**config.mk**
```make
export PLATFORM = sky130hd
export DESIGN_NAME = stick_to_cursor_controller
export DESIGN_NICKNAME = d
export VERILOG_FILES = /design/src/rtl/stc_pkg.sv /design/src/rtl/stick_to_cursor_controller.sv
export SDC_FILE = /design/constraint.sdc
export NUM_CORES = 1
export LEC_CHECK = 0
export BUFFER_PORTS_ARGS = -buffer_cell sky130_fd_sc_hd__buf_2
export CAP_MARGIN = 5
export CORE_MARGIN = 10
export CORE_UTILIZATION = 45
export CTS_CLUSTER_SIZE = 24
export DETAILED_ROUTE_END_ITERATION = 6
export HOLD_SLACK_MARGIN = 0.1
export PLACE_DENSITY = 0.64
export SLEW_MARGIN = 20
export SYNTH_ARGS = -nofsm -noshare
export SYNTH_HDL_FRONTEND = slang
export SYNTH_SLANG_ARGS = --single-unit
```
**constraint.sdc**
```tcl
create_clock -name i_clk -period 7.5 [get_ports i_clk]
set_clock_uncertainty 0.05 [all_clocks]
set_input_delay 1.5 -clock i_clk [delete_from_list [all_inputs] [get_ports i_clk]]
set_output_delay 1.5 -clock i_clk [all_outputs]
set_load 0.005 [all_outputs]
```
**src/rtl/stc_pkg.sv**
```systemverilog
// ----------------------------------------------------------------------------
// stc_pkg: shared types and constants of the stick-to-cursor controller
// Stream widths, register indexes, reset values and the axis deadzone helper.
// ----------------------------------------------------------------------------
`timescale 1ns / 1ps
`default_nettype none

package stc_pkg;

    // stream widths (fields packed from bit 0 up, padded to whole bytes)
    localparam int unsigned IN_DATA_W  = 24;
    localparam int unsigned OUT_DATA_W = 48;

    // field widths
    localparam int unsigned STICK_W = 8;
    localparam int unsigned PTR_W   = 12;
    localparam int unsigned DELTA_W = 9;
    localparam int unsigned DZ_W    = 7;
    localparam int unsigned DIV_W   = 8;

    // configuration port
    localparam int unsigned CFG_ADDR_W = 2;
    localparam int unsigned CFG_DATA_W = 12;

    typedef enum logic [CFG_ADDR_W-1:0] {
        CFG_DEADZONE      = 2'd0,
        CFG_SPEED_DIVISOR = 2'd1,
        CFG_SCREEN_WIDTH  = 2'd2,
        CFG_SCREEN_HEIGHT = 2'd3
    } t_cfg_idx;

    // register reset values
    localparam logic [DZ_W-1:0]  RST_DEADZONE      = 7'd30;
    localparam logic [DIV_W-1:0] RST_SPEED_DIVISOR = 8'd8;
    localparam logic [PTR_W-1:0] RST_SCREEN_WIDTH  = 12'd480;
    localparam logic [PTR_W-1:0] RST_SCREEN_HEIGHT = 12'd272;

    // default cursor register width
    localparam int unsigned COORD_WIDTH_DEF = 12;

    // stick center code
    localparam logic [STICK_W-1:0] STICK_CENTER = 8'd127;

    // one quotient bit per cycle
    localparam int unsigned DIV_STEPS = DIV_W;
    localparam int unsigned CNT_W     = $clog2(DIV_STEPS);

    typedef enum logic [1:0] {
        S_IDLE   = 2'd0,
        S_DIV    = 2'd1,
        S_FINISH = 2'd2
    } t_state;

    // magnitude beyond the deadzone and its sign
    typedef struct packed {
        logic             neg;
        logic [DIV_W-1:0] mag;
    } t_axis;

    function automatic t_axis axis_split(input logic [STICK_W-1:0] raw,
                                         input logic [DZ_W-1:0]    dz);
        logic signed [9:0] off;
        logic signed [9:0] pdz;
        logic signed [9:0] m;
        t_axis             res;
        off = $signed({2'b00, raw}) - $signed({2'b00, STICK_CENTER});
        pdz = $signed({3'b000, dz});
        res = '0;
        if (off > pdz) begin
            m       = off - pdz;
            res.mag = m[DIV_W-1:0];
        end else if (off < -pdz) begin
            m       = -off - pdz;
            res.mag = m[DIV_W-1:0];
            res.neg = 1'b1;
        end
        return res;
    endfunction

endpackage

`default_nettype wire

```
**src/rtl/stick_to_cursor_controller.sv**
```systemverilog
// ----------------------------------------------------------------------------
// stick_to_cursor_controller: analog stick frame to pointer events
// Removes the deadzone, divides each axis with a shared bit-serial divider,
// then updates the cursor, scroll and button events of one frame.
// ----------------------------------------------------------------------------
// Sequence: an accepted item is captured, the shared restoring divider forms the
//   8-bit x quotient and then the 8-bit y quotient, and a finish step loads the result.
// A new item is accepted only in the idle state, after the finish step; the finish
//   step waits while an earlier result is still held for i_m_tready.
// Reset (i_rst_n low, synchronous): cursor at 0,0, pointer mode, registers at
//   deadzone 30, divisor 8, width 480, height 272, no result pending.
`timescale 1ns / 1ps
`default_nettype none

module stick_to_cursor_controller #(
    parameter int unsigned COORD_WIDTH = stc_pkg::COORD_WIDTH_DEF
) (
    input  wire logic                            i_clk,
    input  wire logic                            i_rst_n,
    // configuration write port
    input  wire logic                            i_cfg_we,
    input  wire logic [stc_pkg::CFG_ADDR_W-1:0]  i_cfg_addr,
    input  wire logic [stc_pkg::CFG_DATA_W-1:0]  i_cfg_wdata,
    // input items
    input  wire logic                            i_s_tvalid,
    output logic                                 o_s_tready,
    // stick_x[7:0], stick_y[15:8], scroll_held[16], toggle_released[17],
    // press_edge[18], release_edge[19], zero[23:20]
    input  wire logic [stc_pkg::IN_DATA_W-1:0]   i_s_tdata,
    // result items
    output logic                                 o_m_tvalid,
    input  wire logic                            i_m_tready,
    // keyboard_mode[0], pointer_x[12:1], pointer_y[24:13], moved[25],
    // scroll_valid[26], scroll_dx[35:27], scroll_dy[44:36], button_up[45],
    // button_down[46], zero[47]
    output logic [stc_pkg::OUT_DATA_W-1:0]       o_m_tdata
);
    import stc_pkg::*;

    // width that holds cursor + delta and the limits with sign
    localparam int unsigned SW = ((COORD_WIDTH > PTR_W) ? COORD_WIDTH : PTR_W) + 2;
    localparam logic signed [SW-1:0] COORD_MAX = SW'((1 << COORD_WIDTH) - 1);

    // configuration registers
    logic [DZ_W-1:0]  r_deadzone;
    logic [DIV_W-1:0] r_divisor;
    logic [PTR_W-1:0] r_width;
    logic [PTR_W-1:0] r_height;

    always_ff @(posedge i_clk) begin
        if (!i_rst_n) begin
            r_deadzone <= RST_DEADZONE;
            r_divisor  <= RST_SPEED_DIVISOR;
            r_width    <= RST_SCREEN_WIDTH;
            r_height   <= RST_SCREEN_HEIGHT;
        end else if (i_cfg_we) begin
            case (t_cfg_idx'(i_cfg_addr))
                CFG_DEADZONE:      r_deadzone <= i_cfg_wdata[DZ_W-1:0];
                CFG_SPEED_DIVISOR: r_divisor  <= i_cfg_wdata[DIV_W-1:0];
                CFG_SCREEN_WIDTH:  r_width    <= i_cfg_wdata[PTR_W-1:0];
                CFG_SCREEN_HEIGHT: r_height   <= i_cfg_wdata[PTR_W-1:0];
                default: ;
            endcase
        end
    end

    // control
    t_state r_state;
    t_state n_state;
    logic   w_s_acc;
    logic   w_last_bit;
    logic   w_load_out;
    logic   r_axis;
    logic [CNT_W-1:0] r_cnt;
    logic   r_out_valid;

    assign w_s_acc    = i_s_tvalid && o_s_tready;
    assign w_last_bit = (r_cnt == CNT_W'(DIV_STEPS - 1));

    // next state
    always_comb begin
        n_state = r_state;
        case (r_state)
            S_IDLE:   if (i_s_tvalid) n_state = S_DIV;
            S_DIV:    if (w_last_bit && r_axis) n_state = S_FINISH;
            S_FINISH: if (!r_out_valid || i_m_tready) n_state = S_IDLE;
            default:  n_state = S_IDLE;
        endcase
    end

    // control outputs
    always_comb begin
        o_s_tready = 1'b0;
        w_load_out = 1'b0;
        case (r_state)
            S_IDLE:   o_s_tready = 1'b1;
            S_DIV:    ;
            S_FINISH: w_load_out = !r_out_valid || i_m_tready;
            default:  ;
        endcase
    end

    always_ff @(posedge i_clk) begin
        if (!i_rst_n) begin
            r_state <= S_IDLE;
        end else begin
            r_state <= n_state;
        end
    end

    // captured item
    t_axis w_ax;
    t_axis w_ay;
    logic  r_neg_x;
    logic  r_neg_y;
    logic [DIV_W-1:0] r_mag_y;
    logic  r_scroll;
    logic  r_toggle;
    logic  r_press;
    logic  r_release;

    assign w_ax = axis_split(i_s_tdata[7:0], r_deadzone);
    assign w_ay = axis_split(i_s_tdata[15:8], r_deadzone);

    // bit-serial restoring divider, shared by both axes
    logic [DIV_W-1:0] w_div_eff;
    logic [DIV_W:0]   w_shift;
    logic             w_ge;
    logic [DIV_W:0]   w_diff;
    logic [DIV_W-1:0] r_rem;
    logic [DIV_W-1:0] r_quo;
    logic [DIV_W-1:0] w_quo_next;
    logic [DIV_W-1:0] r_qx;
    logic [DIV_W-1:0] r_qy;

    assign w_div_eff  = (r_divisor == '0) ? DIV_W'(1) : r_divisor;
    assign w_shift    = {r_rem, r_quo[DIV_W-1]};
    assign w_ge       = (w_shift >= {1'b0, w_div_eff});
    assign w_diff     = w_shift - {1'b0, w_div_eff};
    assign w_quo_next = {r_quo[DIV_W-2:0], w_ge};

    always_ff @(posedge i_clk) begin
        if (!i_rst_n) begin
            r_cnt  <= '0;
            r_axis <= 1'b0;
        end else if (w_s_acc) begin
            r_cnt  <= '0;
            r_axis <= 1'b0;
        end else if (r_state == S_DIV) begin
            r_cnt <= r_cnt + CNT_W'(1);
            if (w_last_bit) begin
                r_axis <= 1'b1;
            end
        end
    end

    // divider datapath and item capture
    always_ff @(posedge i_clk) begin
        if (w_s_acc) begin
            r_neg_x   <= w_ax.neg;
            r_neg_y   <= w_ay.neg;
            r_mag_y   <= w_ay.mag;
            r_quo     <= w_ax.mag;
            r_rem     <= '0;
            r_scroll  <= i_s_tdata[16];
            r_toggle  <= i_s_tdata[17];
            r_press   <= i_s_tdata[18];
            r_release <= i_s_tdata[19];
        end else if (r_state == S_DIV) begin
            if (w_last_bit && !r_axis) begin
                r_qx  <= w_quo_next;
                r_quo <= r_mag_y;
                r_rem <= '0;
            end else begin
                r_quo <= w_quo_next;
                r_rem <= w_ge ? w_diff[DIV_W-1:0] : w_shift[DIV_W-1:0];
                if (w_last_bit) begin
                    r_qy <= w_quo_next;
                end
            end
        end
    end

    // finish: signed deltas, clamp, events
    logic [COORD_WIDTH-1:0] r_cur_x;
    logic [COORD_WIDTH-1:0] r_cur_y;
    logic                   r_kb;
    logic signed [DELTA_W-1:0] w_dx;
    logic signed [DELTA_W-1:0] w_dy;
    logic [SW-1:0]          w_cx_ext;
    logic [SW-1:0]          w_cy_ext;
    logic signed [SW-1:0]   w_sum_x;
    logic signed [SW-1:0]   w_sum_y;
    logic signed [SW-1:0]   w_hi_x;
    logic signed [SW-1:0]   w_hi_y;
    logic signed [SW-1:0]   w_nx;
    logic signed [SW-1:0]   w_ny;
    logic                   w_kb_next;
    logic                   w_do_move;
    logic                   w_moved;

    assign w_dx = r_neg_x ? -$signed({1'b0, r_qx}) : $signed({1'b0, r_qx});
    assign w_dy = r_neg_y ? -$signed({1'b0, r_qy}) : $signed({1'b0, r_qy});

    assign w_cx_ext = {{(SW - COORD_WIDTH){1'b0}}, r_cur_x};
    assign w_cy_ext = {{(SW - COORD_WIDTH){1'b0}}, r_cur_y};
    assign w_sum_x  = $signed(w_cx_ext) + SW'(w_dx);
    assign w_sum_y  = $signed(w_cy_ext) + SW'(w_dy);

    // limit is the smaller of the screen size and the register range
    assign w_hi_x = ($signed(SW'(r_width)) > COORD_MAX) ? COORD_MAX : $signed(SW'(r_width));
    assign w_hi_y = ($signed(SW'(r_height)) > COORD_MAX) ? COORD_MAX
                                                         : $signed(SW'(r_height));

    always_comb begin
        if (w_sum_x < 0) begin
            w_nx = '0;
        end else if (w_sum_x > w_hi_x) begin
            w_nx = w_hi_x;
        end else begin
            w_nx = w_sum_x;
        end
        if (w_sum_y < 0) begin
            w_ny = '0;
        end else if (w_sum_y > w_hi_y) begin
            w_ny = w_hi_y;
        end else begin
            w_ny = w_sum_y;
        end
    end

    assign w_kb_next = r_kb ^ r_toggle;
    assign w_do_move = !w_kb_next && !r_scroll;
    assign w_moved   = w_do_move && ((w_nx[COORD_WIDTH-1:0] != r_cur_x) ||
                                     (w_ny[COORD_WIDTH-1:0] != r_cur_y));

    // architectural state
    always_ff @(posedge i_clk) begin
        if (!i_rst_n) begin
            r_cur_x <= '0;
            r_cur_y <= '0;
            r_kb    <= 1'b0;
        end else if (w_load_out) begin
            r_kb <= w_kb_next;
            if (w_do_move) begin
                r_cur_x <= w_nx[COORD_WIDTH-1:0];
                r_cur_y <= w_ny[COORD_WIDTH-1:0];
            end
        end
    end

    // output register
    logic [SW-1:0]          w_px_ext;
    logic [SW-1:0]          w_py_ext;
    logic                   w_sv;
    logic                   w_ev;
    logic [OUT_DATA_W-1:0]  r_out_data;

    assign w_px_ext = w_do_move ? w_nx : w_cx_ext;
    assign w_py_ext = w_do_move ? w_ny : w_cy_ext;
    assign w_sv     = !w_kb_next && r_scroll;
    assign w_ev     = !w_kb_next;

    always_ff @(posedge i_clk) begin
        if (!i_rst_n) begin
            r_out_valid <= 1'b0;
        end else if (w_load_out) begin
            r_out_valid <= 1'b1;
        end else if (i_m_tready) begin
            r_out_valid <= 1'b0;
        end
    end

    always_ff @(posedge i_clk) begin
        if (w_load_out) begin
            r_out_data <= {1'b0,
                           w_ev & r_press,
                           w_ev & r_release,
                           w_sv ? w_dy : DELTA_W'(0),
                           w_sv ? w_dx : DELTA_W'(0),
                           w_sv,
                           w_moved,
                           w_py_ext[PTR_W-1:0],
                           w_px_ext[PTR_W-1:0],
                           w_kb_next};
        end
    end

    assign o_m_tvalid = r_out_valid;
    assign o_m_tdata  = r_out_data;

    // checks
    a_acc_starts_div: assert property (@(posedge i_clk) disable iff (!i_rst_n)
        w_s_acc |=> (r_state == S_DIV))
        else $error("accepted item did not start the divider");

    a_rise_from_finish: assert property (@(posedge i_clk) disable iff (!i_rst_n)
        $rose(r_out_valid) |-> ($past(r_state) == S_FINISH))
        else $error("result appeared without a finish step");

    a_kb_no_events: assert property (@(posedge i_clk) disable iff (!i_rst_n)
        (o_m_tvalid && o_m_tdata[0]) |->
            (!o_m_tdata[25] && !o_m_tdata[26] && !o_m_tdata[45] && !o_m_tdata[46]))
        else $error("pointer event in keyboard mode");

    a_scroll_zero: assert property (@(posedge i_clk) disable iff (!i_rst_n)
        (o_m_tvalid && !o_m_tdata[26]) |-> (o_m_tdata[44:27] == '0))
        else $error("scroll amount without scroll event");

endmodule

`default_nettype wire

```
Word-level counts from Yosys, hierarchy flattened
Cells that the tools add are included.

word-level totals
  register bits after elaboration = 164
  latch bits = 0
  memory bits (writable) = 0
  memory bits (read-only) = 0
  input port bits = 43
  output and inout bits = 50
  memories = 0

cells by class
  add/sub/neg operators = 15
  multiply operators = 0
  divide/modulo/power cells = 0
  order comparisons = 9
  equal/unequal tests = 11
  shifts and indexed selects = 0
  multiplexer cells = 26
  bitwise gates (word level) = 6
  reductions and logical operators = 27

operators with widths
  kind                                                                    number
  12-bit 2-to-1 mux                                                       6
  8-bit 2-to-1 mux                                                        8
  8-bit subtractor                                                        5
  9-bit 2-to-1 mux                                                        4
  13-bit by 9-bit adder with 14-bit output                                2
  14-bit by 13-bit > comparator with 1-bit output                         2
  14-bit by 1-bit < comparator with 1-bit output (second input constant)  2
  12-bit inequality test                                                  2
  9-bit by 10-bit < comparator with 1-bit output                          2
  9-bit by 8-bit > comparator with 1-bit output                           2
  8-bit negator with 9-bit output                                         2
  8-bit by 7-bit subtractor with 9-bit output (second input constant)     2
  8-bit negator                                                           2
  2-bit AND reduction                                                     6
  7-bit negator with 10-bit output                                        1
  9-bit by 8-bit >= comparator with 1-bit output                          1
  8-bit logical NOT                                                       1
  2-bit == test (second input constant)                                   3
  1-bit logical AND                                                       6
  2-bit 2-to-1 mux                                                        3
  2-bit inequality test (second input constant)                           3
  2-bit case mux with 3 select lines                                      1
  3-bit AND reduction                                                     2
  2-bit by 1-bit == test with 1-bit output (second input constant)        2
  12 further kinds                                                        24

Depth between registers and ports, before layout
Gate-level depths: netlist of the first run.

  word-level depth = 9
  gate-level depth with buffers = 26
  mapped depth without buffers = 24

Worst setup path after synthesis of the first run
OpenSTA, ideal clock, no wires.

  path kind = register to register
  from = reg r_qx[3]
  to = reg r_out_data[25], in the netlist o_m_tdata[25], data pin
  data arrival time = 5.007 ns
  path slack = 2.173 ns
  stages on the path, launching flop included = 23
  cells stage by stage = edfxtp_1 -> or4_1 -> o21ai_0 -> xnor2_1 -> ha_1 -> and3_1 -> a211oi_1 -> nand2_1 -> a21o_1 -> a21o_1 -> a211oi_1 -> ha_1 -> o21a_1 -> a21oi_1 -> nand4_1 -> a2bb2oi_2 -> and2_1 -> buf_4 -> mux2i_1 -> xnor2_1 -> nand4_1 -> nor4_1 -> a21oi_1

between the ends
  longest elaborated chain between the ends = 9

RTL lines
  item                                             line                               RTL
  from (decl)                                      stick_to_cursor_controller.sv:133  logic [DIV_W-1:0] r_qx;
  from (signal assigned)                           stick_to_cursor_controller.sv:171  r_qx <= w_quo_next;
  8-bit negator with 9-bit output (*)              stick_to_cursor_controller.sv:202  assign w_dx = r_neg_x ? -$signed({1'b0, r_qx}) : $signed({1'b0, r_qx});
  9-bit 2-to-1 mux (*)                             stick_to_cursor_controller.sv:202
  net w_dx[7]                                      stick_to_cursor_controller.sv:188  logic signed [DELTA_W-1:0] w_dx;
  13-bit by 9-bit adder with 14-bit output (*)     stick_to_cursor_controller.sv:207  assign w_sum_x = $signed(w_cx_ext) + SW'(w_dx);
  14-bit by 13-bit > comparator with 1-bit output  stick_to_cursor_controller.sv:218  end else if (w_sum_x > w_hi_x) begin
  12-bit 2-to-1 mux                                stick_to_cursor_controller.sv:218
  12-bit 2-to-1 mux (*)                            stick_to_cursor_controller.sv:216  if (w_sum_x < 0) begin
  12-bit inequality test (*)                       stick_to_cursor_controller.sv:234  assign w_moved = w_do_move && ((w_nx[COORD_WIDTH-1:0] != r_cur_x) ||
  1-bit logical OR (*)                             stick_to_cursor_controller.sv:234
  1-bit logical AND (*)                            stick_to_cursor_controller.sv:234
  net w_moved                                      stick_to_cursor_controller.sv:200  logic w_moved;
  to (signal assigned)                             stick_to_cursor_controller.sv:276  r_out_data <= {1'b0,
  to (decl)                                        stick_to_cursor_controller.sv:257  logic [OUT_DATA_W-1:0] r_out_data;

The timed path passes the listed nets; every way through them passes the cells marked *.
A chain may end at the register's enable or synchronous reset.

Final worst setup path of the first run
  from = reg r_qx[0]
  to = reg r_out_data[25], in the netlist o_m_tdata[25], data pin

The elaborated chain is that of the path after synthesis.

==> metrics.md, run 1 <==
| Metric | Value |
|---|---|
| Outcome | completed |
| Die W | between 150 and 200 µm |
| End-of-flow core utilization | 50.6% |
| WP data required | between 7 and 8 ns |
| Worst Reg2Reg Path Length in Cells | 23 |
| R2R Path End | o_m_tdata[25] |
| Iteration-0 DRC Markers | 632 |
| N_diodes | 0 |
| DRC viols | 0 |
| Clk slew on worst S/H paths | about 0.07 ns |
| Largest delay share family, worst path | compound AO/OA/AOI/OAI gates |
| Commonest non-fill, non-tap cell in the layout | nand2_1 |
| Top-area cell type share of the netlist area | a little over a fifth |
| Max incr delay on CP | ~0.57 ns |
| Post-synth EDFFs | between 80 and 90 |
| #FFs+latches synth | around 160 |
| Slew margin rel. | a little over a third |
| Share of cells above drive strength 1 | roughly 11% |
| Placed cells | 1698 |
| H-tree levels | 4 |
| HPWL Detailed | roughly 23000 µm |
| Core area | about 26000 µm² |
| CTS tree | done |
| Max Cap Viol | 0 |
| Final setup viols | 0 |
| Hold/Removal Path Class | flip-flop to flip-flop |
| Starting density of the core | between 40% and 50% |
| Peak supply drop | roughly 140 µV |
| Via count | between 9k and 10k |
| Peak Freq | around 160 MHz |
| Pwr/cell area | approximately 200 nW/µm² |
| Post-synth top flop | edfxtp_1 |
| Placer Congestion | around 0.93 |
| Worst path depth | 23 |
| RSZ-0062 raised after global routing | no |
| Synthesized area | around 12000 µm² |
| Final ANT Viol Nets | 0 |
| Area Growth Syn to Fin | 11.1% |
| Routed wire length | between 30000 and 40000 µm |
| Yosys warning count | 0 |
| Critical path cell sequence | inv_1, ha_1, nand2b_1, o41ai_1, xnor2_1, ha_1, and3_1, a211oi_1, nand2_1, a21o_1, a21o_1, a211oi_1, ha_1, o21a_1, a21oi_1, nand4_1, a2bb2oi_2, and2_1, a21oi_1, a2111o_1, a2111oi_2, and4_1, a21oi_1 |
| Final hold violation count | 0 |
| Yosys cell types | 82 |
| FP Rows | 59 |
| Die area | around 33000 µm² |
| Pwr Total | roughly 2.6 mW |
| Fill cell count | 2481 |
| Vias in the first global route | between 9k and 10k |
| Period utilisation layout | a little over four fifths |
| Hold EP | r_rem[7] |
| CP endpoint kind | flip-flop |
| Top cell type by total area after synthesis | edfxtp_1 |
| # Post-CTS Setup Buffers | 0 |
| WP buf/inv | 1 |
| Worst hold slack | around 0.41 ns |
| Hold Startpoint | r_rem[7] |
| TritonCTS buffer count | 17 |
| Worst skew pair latency | about 0.43 ns |
| Top cells by area, synth | edfxtp_1 (22%), ha_1 (14%), dfxtp_1 (13%), nand2_1 (5.5%), xnor2_1 (3.8%) |
| Largest net degree at the start of global routing | between 70 and 80 |
| First-pass GRT wire length | between 40000 and 50000 µm |
| CP max FO | 14 |
| Port bufs | 87 |
| Syn Inst Count | 1312 |
| Tot GR Track Use | a little under a fifth |
| Clk sinks | 164 |
| Flop-to-flop setup slack | roughly 1.1 ns |
| Total gr overflow | 0 |
| Post-Syn Area per Cell | 9.02 µm² |
| P_leak | 5.46 nW |
| Root Driver | clkbuf_16 |
| Antenna violations before repair | 1 |
| Syn nets | roughly 1.5k |
| RR Startpoint | r_qx[0] |
| Top Ports | 93 |
| Tmin final | about 6.4 ns |
| Actual slew at the worst max-slew pin | approximately 0.95 ns |
| Post-Route Setup TNS | 0 ns |
| Hold_buf cts | 0 |
| Max-slew violation count | 0 |
| Layout Cells excl Fill | roughly 1.7k |
| Post-cts resize count | 0 |
| Post-synth ARST share | 0% |
| Height of the die | about 180 µm |
| Clock Path Buffers | 2 |
| Worst setup SP type | flip-flop |
| Hold depth | 2 |
| Avg WL per Cell | between 15 and 20 µm |
| Number of vias per cell | ~5.6 |
| Critical path arrival | ~6.5 ns |
| Seq/Total Area, Yosys | a little over a third |
| NumNets Final | about 1.6k |
| Commonest cells after routing, fill and taps aside | nand2_1 (174), ha_1 (128), inv_1 (108) |
| Crit Path Class | flip-flop to flip-flop |
| Slowest-stage cell, CP | and2_1 |
| DR pass1 iterations | 5 |
[cells in the mapped netlist, drive strengths merged, types with 20 or more instances]
master and n:
a21o 21, and3 20, dfxtp 79, nand2 174, inv 108, and2 24, clkbuf 35, nor2b 29
a21oi 62, a21boi 49, nand3 21, edfxtp 85, ha 128, mux2i 26, nor2 64, o21ai 53
xnor2 51
[power by group]
group          internal (mW)  total, mW  switching (mW)
Clock                  0.505      0.891           0.387
Sequential              1.00       1.04          0.0361
Combinational          0.272      0.629           0.357
[flip-flops by register name, indices dropped and copies added, names as in the netlist, 2 cells and up]
signal	flops
o_m_tdata	47
r_cur_x	12
r_quo	8
r_height	12
r_cnt	3
r_rem	8
r_divisor	8
r_cur_y	12
r_mag_y	8
r_qx	8
r_state	2
r_deadzone	7
r_width	12
r_qy	8
[per-layer routing]
metal / share of wire (%) / GRT usage [%] / up-vias
li1: - / - / 4855
met1: 46 / 23.5 / 4479
met2: 47 / 29.8 / 228
met3: 4.5 / 2.99 / 46
met4: 2.2 / 6.28 / 2
met5: 0.040 / 0 / -
[worst reg2reg max path, delay by kind of cell (launching register included)]
family          cells  cell delay, ns
fa+ha+maj           3            0.88
buf+inv             1            0.11
xor+xnor            1            0.27
flops               1            0.46
simple gates        6            1.38
compound gates     12            2.97
[per-stage QoR]
| step | setup WS, ns | instance area, µm² |
|---|---|---|
| floorplan | 2.17 | 11800 |
| global placement | 1.29 | 12600 |
| detailed placement | 1.21 | 12600 |
| CTS | 1.18 | 13100 |
| global route | 0.658 | 13100 |
| finish | 1.13 | 13100 |
[worst max path at each step]
stage / startpoint / endpoint / slack [ns]
after floorplan: r_qx[3] / o_m_tdata[25] / 2.17
after global placement: r_qy[3] / o_m_tdata[25] / 1.29
after detailed placement: r_qx[0] / o_m_tdata[25] / 1.21
after CTS: r_qx[0] / o_m_tdata[25] / 1.18
after global routing: r_qy[3] / o_m_tdata[25] / 0.66
final: r_qx[0] / o_m_tdata[25] / 1.13
[layout make-up]
cell class,count,area (µm²),share of cell area (%)
clock buffer,21,483,3.67
sequential,164,4130,31.4
tap,335,419,3.19
timing repair buffer,95,495,3.77
multi-input combinational,995,7100,54.0
inverter,109,409,3.11
clock inverter,11,111,0.847
[cells by family after synthesis]
family | Yosys count | share of synthesized area (%)
muxes | 33 | 2.87
other | 1 | 0.0317
and+or+nand+nor | 421 | 17.3
buffers and inverters | 153 | 5.21
adders and majority gates | 135 | 14.7
xor gates and xnor gates | 70 | 5.18
DFF | 164 | 34.9
AOI/OAI and AO/OA | 335 | 19.8
No activity file was read; power rests on OpenSTA's default activity.
==> run 2: changes to the inputs <==
==> constraint.sdc (replaced) <==
create_clock -name i_clk -period 6.1 [get_ports i_clk]
set_clock_uncertainty 0.05 [all_clocks]
set_input_delay 1.22 -clock i_clk [delete_from_list [all_inputs] [get_ports i_clk]]
set_output_delay 1.22 -clock i_clk [all_outputs]
set_load 0.005 [all_outputs]
==> run 2 against run 1 <==
Against the previous run: die area is the same; sequential power grew 22%; combinational power grew 25%; global-route usage is essentially flat; sequential cell count is the same; worst setup slack lost 0.82 ns; power grew 22%; worst hold slack gained 0.0050 ns; critical path type unchanged; critical endpoint unchanged; largest cell class unchanged.
==> metrics.md, run 2 (same netlist as run 1, synthesis figures left out) <==
| Metric | Value |
|---|---|
| Largest net degree at the start of global routing | 72 (unchanged) |
| Layout Cells excl Fill | 1743 (was 1730) |
| Post-Place Setup Slack | 0.245 ns (was 1.21 ns) |
| R2R Path End | o_m_tdata[25] (unchanged) |
| Peak Freq | 173 MHz (was 157 MHz) |
| Tmin final | 5.79 ns (was 6.37 ns) |
| Switching share of power | 31.3% (was 30.5%) |
| Hold_buf cts | 0 (unchanged) |
| Vias in the first global route | 9207 (was 9341) |
| Multi-input logic area | 7140 µm² (was 7100 µm²) |
| Placed cells | 1710 (was 1698) |
| Share of cells above drive strength 1 | 12.4% (was 11.0%) |
| Antenna violations before repair | 1 (unchanged) |
| Clk pwr share | 34.2% (was 34.9%) |
| TritonCTS buffer count | 17 (unchanged) |
| Crit Path Class | flip-flop to flip-flop (unchanged) |
| DRC viols | 0 (unchanged) |
| NumNets Final | 1573 (was 1560) |
| Area Growth Syn to Fin | 12.1% (was 11.1%) |
| Pwr/cell area | 236 nW/µm² (was 194 nW/µm²) |
| WP data required | 6.23 ns (was 7.62 ns) |
| Fill cell count | 2454 (was 2481) |
| Worst skew pair latency | 0.44 ns (was 0.43 ns) |
| Max-slew violation count | 0 (unchanged) |
| Flop-to-flop setup slack | 0.31 ns (was 1.13 ns) |
| Slew margin rel. | 42.6% (was 36.1%) |
| Placer Congestion | 0.915 (was 0.931) |
| HPWL Detailed | 23600 µm (was 23400 µm) |
| CP max FO | 6 (was 14) |
| Peak supply drop | 185 µV (was 139 µV) |
| Cell internal pwr | 2.15 mW (was 1.78 mW) |
| Core area | 26000 µm² (unchanged) |
| Commonest non-fill, non-tap cell in the layout | nand2_1 (unchanged) |
| Crit path from | r_qx[0] (unchanged) |
| RR Startpoint | r_qx[0] (unchanged) |
| Hold/Removal Path Class | flip-flop to flip-flop (unchanged) |
| Routed wire length | 30600 µm (was 30200 µm) |
| Hold depth | 2 (unchanged) |
| Final hold violation count | 0 (unchanged) |
| First-pass GRT wire length | 48900 µm (about the same) |
| Worst Reg2Reg Path Length in Cells | 22 (was 23) |
| H-tree levels | 4 (unchanged) |
| Commonest cells after routing, fill and taps aside | nand2_1 (173), ha_1 (128), inv_1 (108) (was nand2_1 (174), ha_1 (128), inv_1 (108)) |
| Total gr overflow | 0 (unchanged) |
| Via count | 9648 (was 9610) |
| Clk slew on worst S/H paths | 0.07 ns (about the same) |
| Seq pwr share | 40.6% (was 40.5%) |
| Iteration-0 DRC Markers | 786 (was 632) |
| Root Driver | clkbuf_16 (unchanged) |
| Top Ports | 93 (unchanged) |
| FF/Latch Area | 4130 µm² (unchanged) |
| Max FFs per register | 47 (unchanged) |
| Min setup slack post-route | 0.305 ns (was 1.13 ns) |
| Critical path arrival | 5.92 ns (was 6.49 ns) |
| Worst setup SP type | flip-flop (unchanged) |
| Tot GR Track Use | 18.1% (about the same) |
| DR pass1 iterations | 7 (was 5) |
| CTS tree | done (unchanged) |
| Max Cap Viol | 0 (unchanged) |
| N_diodes | 0 (unchanged) |
| Post-Route Setup TNS | 0 ns (unchanged) |
| Die W | 182 µm (unchanged) |
| RSZ-0062 raised after global routing | no (unchanged) |
| Actual slew at the worst max-slew pin | 0.860 ns (was 0.948 ns) |
| Avg WL per Cell | 17.6 µm (was 17.5 µm) |
| Outcome | completed (unchanged) |
| Clock Path Buffers | 2 (unchanged) |
| Die area | 33200 µm² (unchanged) |
| Period utilisation layout | 95.0% (was 84.9%) |
| FP Rows | 59 (unchanged) |
| Final setup viols | 0 (unchanged) |
| Sw Pwr | 0.979 mW (was 0.780 mW) |
| Port bufs | 87 (unchanged) |
| CP endpoint kind | flip-flop (unchanged) |
| Combinational Power Share | 25.2% (was 24.6%) |
| Worst Setup EP | o_m_tdata[25] (unchanged) |
| P_leak | 5.53 nW (was 5.46 nW) |
| Height of the die | 182 µm (unchanged) |
| Number of vias per cell | 5.54 (was 5.55) |
| Starting density of the core | 45.5% (unchanged) |
| Clk sinks | 164 (unchanged) |
| Final ANT Viol Nets | 0 (unchanged) |
## run 2: worst max-delay path, stage by stage, from the launching register on
cell and delay [ns]:
edfxtp_1 0.45, or3_1 0.44, o31ai_1 0.30, xnor2_1 0.22, ha_1 0.35, and3_1 0.19, a221oi_1 0.37, buf_4 0.20
o21bai_1 0.07, a211oi_1 0.26, nor2_1 0.12, ha_1 0.23, a211o_1 0.25, a21oi_1 0.18, nand4_1 0.16, a2bb2oi_4 0.22
and2_1 0.17, buf_4 0.17, mux2i_1 0.32, xnor2_1 0.16, nand4_1 0.18, nor4_1 0.33, a21oi_1 0.14
## run 2: power groups by stage
stage | Combinational (mW) | Sequential (mW) | Clock [mW]
final | 0.788 | 1.27 | 1.07
after global routing | 0.892 | 1.28 | 1.13
after CTS | 0.784 | 1.27 | 1.09
after detailed placement | 0.779 | 1.30 | 0
after global placement | 0.769 | 1.30 | 0
after floorplan | 0.599 | 1.28 | 0
## run 2: layer usage
layer	share of wire, %	GRT usage [%]
met5	0.039	0
met3	5.1	3.50
met4	2.3	6.09
met1	45	23.2
met2	47	29.8
## run 2: how the worst min path moves through the flow
stage,startpoint,to,slack (ns)
after detailed placement,r_rem[7],r_rem[7],0.41
after global routing,r_width[9],r_width[9],0.44
after CTS,r_width[9],r_width[9],0.42
final,r_width[9],r_width[9],0.42
after floorplan,r_rem[7],r_rem[7],0.38
after global placement,r_rem[7],r_rem[7],0.40
## run 2: metrics by stage
| stage | power [mW] | utilization [%] | hold WS (ns) | area, µm² |
|---|---|---|---|---|
| 6_report | 3.13 | 51.1 | 0.417 | 13300 |
| 5_1_grt | 3.30 | 51.1 | 0.442 | 13300 |
| 4_1_cts | 3.15 | 50.8 | 0.421 | 13200 |
| 3_5_place_dp | 2.08 | 48.6 | 0.406 | 12600 |
| 3_3_place_gp | 2.07 | 48.6 | 0.399 | 12600 |
| 2_1_floorplan | 1.88 | - | 0.376 | 11800 |
## run 2: area by class of cell
type                            instances  share of cell area [%]
Clock buffer                           18                    3.23
Clock inverter                         14                    1.08
Inverter                              109                    3.08
Multi-Input combinational cell        995                    53.8
Sequential cell                       164                    31.2
Tap cell                              335                    3.16
Timing Repair Buffer                  108                    4.47
## run 2: repair_timing
item	in CTS	in global routing
gates resized for setup	0	9
setup buffers	0	1
endpoints found under the setup margin	0	1
==> run 3: changes to the inputs <==
--- a/config.mk
+++ b/config.mk
@@ -5,6 +5,7 @@
 export SDC_FILE = /design/constraint.sdc
 export NUM_CORES = 1
 export LEC_CHECK = 0
+export ABC_AREA = 1
 export BUFFER_PORTS_ARGS = -buffer_cell sky130_fd_sc_hd__buf_2
 export CAP_MARGIN = 5
 export CORE_MARGIN = 10
==> run 3 against run 2 <==
Against the previous run: first-iteration DRC count is 9.3% lower; combinational power is 0.5% lower; final area is 0.42% higher; worst setup slack better by 0.49 ns; cell count is 15% higher; worst hold slack better by 0.0056 ns; power is 1.4% lower; non-clock buffer count is 15 lower; sequential share of layout area is 0.13 points lower; global-route usage is 0.18 points higher; critical endpoint unchanged; largest cell class unchanged.
==> metrics.md, run 3 <==
| Metric | Value |
|---|---|
| Outcome | completed (unchanged) |
| Die area | 33700 µm² (was 33200 µm²) |
| Total gr overflow | 0 (unchanged) |
| CTS tree | done (unchanged) |
| Core area | 26200 µm² (was 26000 µm²) |
| Slew margin rel. | 42.6% (about the same) |
| Height of the die | 184 µm (was 182 µm) |
| Top cells by area, synth | edfxtp_1 (21%), ha_1 (13%), dfxtp_1 (13%), nand2_1 (9.7%), inv_1 (7.6%) (was edfxtp_1 (22%), ha_1 (14%), dfxtp_1 (13%), nand2_1 (5.5%), xnor2_1 (3.8%)) |
| Final ANT Viol Nets | 0 (unchanged) |
| Placer Congestion | 0.898 (was 0.915) |
| Routed wire length | 30600 µm (about the same) |
| Pwr/cell area | 232 nW/µm² (was 236 nW/µm²) |
| Switching share of power | 32.4% (was 31.3%) |
| Tot GR Track Use | 18.3% (was 18.1%) |
| Post-Syn Area per Cell | 7.68 µm² (was 9.02 µm²) |
| Top post-synthesis cells by count | nand2_1 (310), inv_1 (243), ha_1 (128), a21oi_1 (119), o21ai_0 (112) (was nand2_1 (174), ha_1 (128), inv_1 (108), edfxtp_1 (85), dfxtp_1 (79)) |
| Iteration-0 DRC Markers | 713 (was 786) |
| Max-slew violation count | 0 (unchanged) |
| TritonCTS buffer count | 17 (unchanged) |
| Clock Path Buffers | 2 (unchanged) |
| HPWL Detailed | 24100 µm (was 23600 µm) |
| Largest net degree at the start of global routing | 51 (was 72) |
| Clk sinks | 164 (unchanged) |
| Hold/Removal Path Class | flip-flop to flip-flop (unchanged) |
| Port bufs | 87 (unchanged) |
| Actual slew at the worst max-slew pin | 0.860 ns (about the same) |
| # Post-CTS Setup Buffers | 0 (unchanged) |
| Top cell type by total area after synthesis | edfxtp_1 (unchanged) |
| Clk slew on worst S/H paths | 0.06 ns (was 0.07 ns) |
| Fill cell count | 2552 (was 2454) |
| DR pass1 iterations | 7 (unchanged) |
| First-pass GRT wire length | 49800 µm (was 48900 µm) |
| Peak supply drop | 177 µV (was 185 µV) |
| H-tree levels | 4 (unchanged) |
| Via count | 10.4k (was 9648) |
| Largest delay share family, worst path | simple AND/OR/NAND/NOR gates (was compound AO/OA/AOI/OAI gates) |
| Placed cells | 1966 (was 1710) |
| Commonest cells after routing, fill and taps aside | nand2_1 (310), inv_1 (243), ha_1 (128) (was nand2_1 (173), ha_1 (128), inv_1 (108)) |
| Max FFs per register | 47 (unchanged) |
| Synth Area in Adders | 14.5% (was 14.7%) |
| Crit path top cell by count | nand2_1 |
| Tmin final | 5.30 ns (was 5.79 ns) |
| Period utilisation layout | 86.9% (was 95.0%) |
| Commonest non-fill, non-tap cell in the layout | nand2_1 (unchanged) |
| Starting density of the core | 46.0% (was 45.5%) |
| Layout Cells excl Fill | 1998 (was 1743) |
| Flop-to-flop setup slack | 0.80 ns (was 0.31 ns) |
| Max incr delay on CP | 0.44 ns (was 0.45 ns) |
| Compound-Gate Fraction of Synth Area | 13.3% (was 19.8%) |
| Worst setup SP type | flip-flop (unchanged) |
| RSZ-0062 raised after global routing | no (unchanged) |
| Worst skew pair latency | 0.43 ns (was 0.44 ns) |
| DRC viols | 0 (unchanged) |
| NumNets Final | 1828 (was 1573) |
| Root Driver | clkbuf_16 (unchanged) |
| Sw Pwr | 0.999 mW (was 0.979 mW) |
| Top Ports | 93 (unchanged) |
| Combinational Power Share | 25.4% (was 25.2%) |
| Critical path arrival | 5.42 ns (was 5.92 ns) |
| Largest family of logic cells by synthesized area | simple AND/OR/NAND/NOR gates (was compound AO/OA/AOI/OAI gates) |
| Syn nets | 1748 (was 1490) |
| Crit Path Class | flip-flop to flip-flop (unchanged) |
| Top-count cell post-synth | nand2_1 (unchanged) |
| Post-synth top flop | edfxtp_1 (unchanged) |
| Number of vias per cell | 5.18 (was 5.54) |
| Yosys warning count | 0 (unchanged) |
| Hold_buf cts | 0 (unchanged) |
| Seq/Total Area, Yosys | 34.3% (was 34.9%) |
| Seq pwr share | 41.4% (was 40.6%) |
| Post-synth EDFFs | 85 (unchanged) |
| Vias in the first global route | 9885 (was 9207) |
| Area Growth Syn to Fin | 10.5% (was 12.1%) |
| Slowest-stage cell, CP | edfxtp_1 (unchanged) |
| Cell internal pwr | 2.09 mW (was 2.15 mW) |
| Max Cap Viol | 0 (unchanged) |
| WP data required | 6.22 ns (was 6.23 ns) |
| Post-synth ARST share | 0% (unchanged) |
| Synthesized area | 12100 µm² (was 11800 µm²) |
| CP max FO | 14 (was 6) |
| Share of cells above drive strength 1 | 12.0% (was 12.4%) |
| WP buf/inv | 2 (unchanged) |
| Yosys cell types | 56 (was 82) |
| Die W | 184 µm (was 182 µm) |
| Antenna violations before repair | 0 (was 1) |
| Clk pwr share | 33.2% (was 34.2%) |
| Peak Freq | 189 MHz (was 173 MHz) |
| Post-Route Setup TNS | 0 ns (unchanged) |
| N_diodes | 0 (unchanged) |
| XOR/XNOR share of the synthesized area | 4.21% (was 5.18%) |
| Top-area cell type share of the netlist area | 21.2% (was 21.6%) |
| FP Rows | 59 (unchanged) |
| P_leak | 6.45 nW (was 5.53 nW) |
| Final hold violation count | 0 (unchanged) |
| Syn Inst Count | 1570 (was 1312) |
| Final setup viols | 0 (unchanged) |
| Simple-Gate Fraction of Synth Area | 24.0% (was 17.3%) |
| #FFs+latches synth | 164 (unchanged) |
| Avg WL per Cell | 15.3 µm (was 17.6 µm) |
| Post-cts resize count | 0 (unchanged) |
| CP endpoint kind | flip-flop (unchanged) |
| Mux contribution to synthesized area | 0.0830% (was 2.87%) |
## run 3: cell types whose count changed after synthesis, sizes merged, moves of 48 or more
| cell | delta |
|---|---|
| a21boi | -48 |
| nand3 | +106 |
| nand2 | +165 |
| a21oi | +61 |
| o21ai | +63 |
| inv | +144 |
## run 3: cell families after synthesis
family	Yosys count
AO/OA/AOI/OAI	291
XOR/XNOR	58
adder cells (fa/ha/maj)	135
buffers and inverters	289
flip-flops	164
multiplexers	1
other	1
AND/OR/NAND/NOR	631
## run 3: path summary, 6_finish.rpt
kind,from,end,cells after the start
setup / recovery,r_qy[0],o_m_tdata[25],29
hold / removal,r_cnt[1],r_cnt[1],2
setup reg to reg,r_qy[0],o_m_tdata[25],29
hold reg to reg,r_cnt[1],r_cnt[1],2
## run 3: per-stage QoR
stage	hold WS [ns]	area, µm²	worst slack (ns)	power [mW]	util (%)
floorplan	0.394	12100	1.62	1.90	-
global placement	0.408	12800	0.906	2.06	48.7
detailed placement	0.414	12800	0.864	2.08	48.7
CTS	0.424	13300	0.849	3.10	50.8
global route	0.441	13300	0.251	3.28	50.8
finish	0.423	13300	0.797	3.09	50.8
## run 3: worst min-delay path: stages (launching register included)
cell	delay, ns
dfxtp_1	0.31
nand2_1	0.06
a21oi_1	0.05
## run 3: area by class of cell
type	instances	area [µm²]	area share (%)
Timing Repair Buffer	93	480	3.61
Tap cell	335	419	3.15
Clock inverter	11	100	0.751
Clock buffer	21	450	3.38
Inverter	257	970	7.28
Multi-Input combinational cell	1117	6770	50.8
Sequential cell	164	4130	31.0
## run 3: power groups by stage
stage	Sequential (mW)	Clock [mW]	Combinational, mW
after floorplan	1.28	0	0.612
after global placement	1.30	0	0.763
after detailed placement	1.30	0	0.775
after CTS	1.28	1.04	0.780
after global routing	1.29	1.09	0.902
final	1.28	1.02	0.784
## run 3: layer usage
metal | share of wire [%] | vias up | track usage [%]
met4 | 1.6 | 0 | 5.64
met2 | 47 | 222 | 30.7
met5 | 0 | - | 0
met3 | 4.4 | 31 | 2.21
met1 | 47 | 4740 | 24.0
li1 | - | 5358 | -
